$ cat config.mk
export PLATFORM = sky130hd
export DESIGN_NAME = sic_place
export DESIGN_NICKNAME = d
export VERILOG_FILES = /design/src/design/segment_intersection_core_macros.svh /design/src/design/sic_pkg.sv /design/src/design/sic_place.sv
export SDC_FILE = /design/constraint.sdc
export NUM_CORES = 2
export LEC_CHECK = 0
export ABC_AREA = 1
export BUFFER_PORTS_ARGS = -buffer_cell sky130_fd_sc_hd__buf_2
export CORE_UTILIZATION = 30
export DETAILED_ROUTE_END_ITERATION = 16
export GPL_TIMING_DRIVEN = 0
export HOLD_SLACK_MARGIN = 0.1
export PLACE_DENSITY_LB_ADDON = 0.15
export RECOVER_POWER = 50
export SYNTH_ARGS = -nofsm -noshare
export SYNTH_HDL_FRONTEND = slang
export SYNTH_SLANG_ARGS = --single-unit
$ cat constraint.sdc
create_clock -name aclk -period 7.9 [get_ports aclk]
set_input_delay 0.395 -clock aclk [delete_from_list [all_inputs] [get_ports aclk]]
set_output_delay 0.395 -clock aclk [all_outputs]
set_load 0.01 [all_outputs]
$ cat src/design/segment_intersection_core_macros.svh
// Assertion macros shared by the segment intersection core.
// No dependencies; the including module supplies aclk and aresetn.
`ifndef SEGMENT_INTERSECTION_CORE_MACROS_SVH
`define SEGMENT_INTERSECTION_CORE_MACROS_SVH

// checked only out of reset
`define SIC_ASSERT(lbl, prop, msg) \
    lbl: assert property (@(posedge aclk) disable iff (!aresetn) prop) else $error(msg);

// checked on every edge, reset included
`define SIC_ASSERT_ALWAYS(lbl, prop, msg) \
    lbl: assert property (@(posedge aclk) prop) else $error(msg);

`endif

$ cat src/design/sic_pkg.sv
// Shared types for the segment intersection core.
// No dependencies.
package sic_pkg;

    // per-beat flags carried alongside the divider payload
    typedef struct packed {
        logic qneg;   // ratio negative
        logic hit;    // both ratios within [0,1]
        logic zero;   // denominator zero
        logic ovf;    // quotient too wide for the divider
    } sic_flags_t;

endpackage

$ cat src/design/sic_place.sv
// Back end: clamp the ratio, scale the first segment, round, offset and saturate.
// Three register stages. Depends on sic_pkg.
module sic_place #(
    parameter int C = 16,
    parameter int F = 16
) (
    input  logic                   aclk,
    input  logic                   en,
    input  logic signed [C-1:0]    ax,
    input  logic signed [C-1:0]    ay,
    input  logic signed [C:0]      bax,
    input  logic signed [C:0]      bay,
    input  logic [C+1+F:0]         quo,
    input  sic_pkg::sic_flags_t    flags,
    output logic                   hit_o,
    output logic signed [C-1:0]    cross_x_o,
    output logic signed [C-1:0]    cross_y_o
);
    localparam int QW = C + 2 + F;
    localparam int MW = QW + C + 1;
    localparam int SW = MW + 1;
    localparam int TW = SW - F;
    localparam int VW = TW + 1;
    localparam logic [QW-1:0] QMAX = QW'(1) << (C + 1 + F);

    logic signed [C-1:0]  ax1_reg, ay1_reg, ax2_reg, ay2_reg;
    logic signed [C:0]    bax1_reg, bay1_reg;
    logic [QW-1:0]        qmag1_reg;
    sic_pkg::sic_flags_t  flg1_reg, flg2_reg;
    logic signed [SW-1:0] px2_reg, py2_reg;

    function automatic logic signed [C-1:0] fit(input logic signed [C-1:0] a,
                                                input logic signed [SW-1:0] p);
        logic signed [SW-1:0] t;
        logic signed [TW-1:0] s;
        logic signed [VW-1:0] v;
        t = p + (SW'(1) <<< (F - 1));
        s = TW'(t >>> F);
        v = VW'(a) + VW'(s);
        if (v < -(VW'(1) <<< (C - 1)))
            fit = {1'b1, {(C-1){1'b0}}};
        else if (v > ((VW'(1) <<< (C - 1)) - VW'(1)))
            fit = {1'b0, {(C-1){1'b1}}};
        else
            fit = C'(v);
    endfunction

    function automatic logic signed [SW-1:0] scale(input logic [QW-1:0] q,
                                                   input logic signed [C:0] d,
                                                   input logic qneg);
        logic [C:0]    dm;
        logic [MW-1:0] m;
        dm = d[C] ? (C+1)'(-d) : (C+1)'(d);
        m  = MW'(q) * MW'(dm);
        scale = (qneg != d[C]) ? -SW'(m) : SW'(m);
    endfunction

    always_ff @(posedge aclk) begin
        if (en) begin
            ax1_reg   <= ax;
            ay1_reg   <= ay;
            bax1_reg  <= bax;
            bay1_reg  <= bay;
            flg1_reg  <= flags;
            qmag1_reg <= (flags.ovf || quo > QMAX) ? QMAX : quo;

            ax2_reg  <= ax1_reg;
            ay2_reg  <= ay1_reg;
            flg2_reg <= flg1_reg;
            px2_reg  <= scale(qmag1_reg, bax1_reg, flg1_reg.qneg);
            py2_reg  <= scale(qmag1_reg, bay1_reg, flg1_reg.qneg);

            hit_o     <= flg2_reg.hit && !flg2_reg.zero;
            cross_x_o <= flg2_reg.zero ? ax2_reg : fit(ax2_reg, px2_reg);
            cross_y_o <= flg2_reg.zero ? ay2_reg : fit(ay2_reg, py2_reg);
        end
    end

endmodule

==> impl_metrics.ini <==
[synth]
yosysTopAreaCellShare_pct = 32.5
yosysSeqAreaShare_pct = 12.4
postSynthCellCount = 8386
synth.net_count = 9778
ys.flop_type = edfxtp_1
ys_async_sr_fraction_pct = 0
synth_area_leader_cell = fa_1
post-synth-top-count-cell = nand2_1
yosysWarningCount = 0
synth-edff-count = 244
yosys.cell_types.count = 57
syn_area_um2 = 59200
synth.area.top_cells = fa_1 32%, nand2_1 16%, inv_1 13%, edfxtp_1 12%, ha_1 6.9%
ys_top_cells_by_count = 2588 x nand2_1, 2074 x inv_1, 960 x fa_1, 856 x nor2_1, 326 x ha_1
syn_avg_cell_area_um2 = 7.05
synth.ff_latch_count = 244

[clock_tree]
clk-insertion-delay-late_ns = 0.62
cts.sinks = 244
path_clk_slew_ns = 0.06
htree_levels = 2
clock_path_buffers = 3
cts_buffers = 35
cts_root_buffer = clkbuf_16
cts_tree = yes

[place]
place_congestion = 0.931
port_buffers = 138
dp_slack_ns = -3.20
place.detailed.hpwl_um = 196000

[setup_path]
r2r_end = py2_reg[40]
critPathLaunchType = flip-flop
path_delay_family = adder cells
critical_path_buf_inv_count = 12
worst-r2r-cell-count = 42
critical_path.max_stage_delay_ns = 0.63
path_depth = 42
cp_max_fo = 5
crit_type = flip-flop to flip-flop
critPathArrivalTime_ns = 8.50
crit_slowest_cell = fa_2
r2r_start = bay1_reg[0]
ff2ff_setup_slack_ns = -0.26
required_ns = 8.25
cp-end-kind = flip-flop

[finish]
drive_gt1_share_pct = 17.7
area_growth_pct = 23.6
fin_util_pct = 37.4
final_net_count = 10300

[floorplan]
std_cell_rows = 162
ioPinCount = 139
die_h_um = 446
start_util_pct = 30.3
die_width_um = 446
core_area_um2 = 195000
die_area_um2 = 199000

[route]
first_pass_iters = 9
viasPerCell = 4.73
dr_total_vias = 54600
detail_route.iter0.violations = 3722
wire_per_inst_um = 20.5
drt_wl_total_um = 237000
final_antenna_net_count = 0
drc = 0

[run_status]
run_status = complete, but fails checks
violations = capacitance limit, slew limit, setup timing

[sta]
slew_violations = 139
worst_pin_slew_ns = 5.92
post-route-min-period_ns = 8.16
fin_worst_skew_ns = 0.0464
min_period_over_period_pct = 103
max_freq_mhz = 123
hold_violations = 0
fin_ws_ns = -0.256
rsz0062_at_grt = yes
relSlewSlack_pct = -294
setup_violations = 35

[worst_hold_path]
whs_path_depth = 3
holdPathEnd = qmag1_reg[30]
hold_class = primary input to flip-flop
hold_start = quo[30]

[job]
cap_viol_max_count = 2

[global_routing]
grt_pass1_vias = 56600
grt_max_degree = 110
grt_overflow = 0
grt_use_total_pct = 23.9
grt_pass1_wl_um = 353000
grt_antenna_before_repair = 3
==> worst max-delay path by stage <==
stage	from	endpoint
global route	bay1_reg[0]	py2_reg[40]
detailed placement	bay1_reg[0]	py2_reg[43]
finish	bay1_reg[0]	py2_reg[40]
CTS	bay1_reg[0]	py2_reg[50]
global placement	bay1_reg[0]	py2_reg[43]
floorplan	bax1_reg[0]	px2_reg[46]
==> per-stage QoR <==
| step | instance area (um2) | hold WS (ns) | TNS (ns) | std cells |
|---|---|---|---|---|
| finish | 73100 | 0.166 | -3.24 | 11600 |
| CTS | 71000 | 0.104 | -3.15 | 11500 |
| floorplan | 59200 | 0.400 | 0 | 8386 |
| global placement | 63100 | 0.405 | -188.20 | 11100 |
| global route | 73100 | 0.143 | -18.11 | 11600 |
| detailed placement | 63200 | 0.405 | -186.70 | 11200 |
==> tightest hold or removal path, cell delays in order <==
cell,delay (ns)
buf_2,0.10
inv_1,0.06
nor2_1,0.06
==> final cells by class <==
| type | count | area, um2 |
|---|---|---|
| antenna | 3 | 7.51 |
| buffer | 209 | 1470 |
| clock buffer | 42 | 923 |
| clock inverter | 17 | 120 |
| fill | 20900 | 122000 |
| inverter | 2109 | 8020 |
| multi-input combinational | 5819 | 48000 |
| sequential | 244 | 7330 |
| tap | 2624 | 3280 |
| timing repair buffer | 486 | 3950 |
==> layer usage <==
metal / up-vias / wire length (um) / GRT usage [%]
met2: 1517 / 109000 / 39.6
met3: 270 / 13200 / 2.74
met5: - / 0 / 0
li1: 25700 / - / -
met1: 27200 / 106000 / 32.4
met4: 0 / 8380 / 7.34
==> cells by family (layout without fill, tap and decap cells) <==
group	Yosys count	in the layout	synth area share, %
buffers and inverters	2323	2863	14.8
and+or+nand+nor	4069	4069	28.1
other	0	3	0
AOI/OAI and AO/OA	294	294	2.73
DFF	244	244	12.4
xor gates and xnor gates	170	170	2.57
adders and majority gates	1286	1286	39.4
==> what timing repair did <==
action	in CTS	in global routing
pin swaps	292	255
gates resized for setup	1142	481
hold buffers	100	0
hold endpoints to repair	100	0
cloned	7	1
endpoints found under the setup margin	74	68
buffers inserted	168	71
==> placed cells by master (no fill, tap or decap), types with 19 or more instances in the layout <==
master / instances
xor2_1: 87
nand4_1: 138
buf_6: 29
nor3_1: 42
buf_12: 20
ha_4: 57
nor2_2: 91
nand2_2: 286
buf_4: 205
nor2_4: 159
a21oi_2: 27
nand3_1: 203
nor4_1: 19
nand2_1: 2183
edfxtp_1: 244
clkbuf_2: 24
nand3_2: 60
xnor2_1: 68
clkbuf_1: 142
inv_2: 88
a21oi_1: 129
buf_2: 127
fa_1: 932
nand2_4: 147
nand3b_1: 32
dlygate4sd3_1: 100
o21ai_0: 62
fa_2: 28
clkbuf_16: 56
nor2_1: 638
inv_1: 1990
ha_1: 264
Power is left out: the tool's default activity adds up to more than one toggle a clock period on the data nets, which glitch-free logic cannot reach.
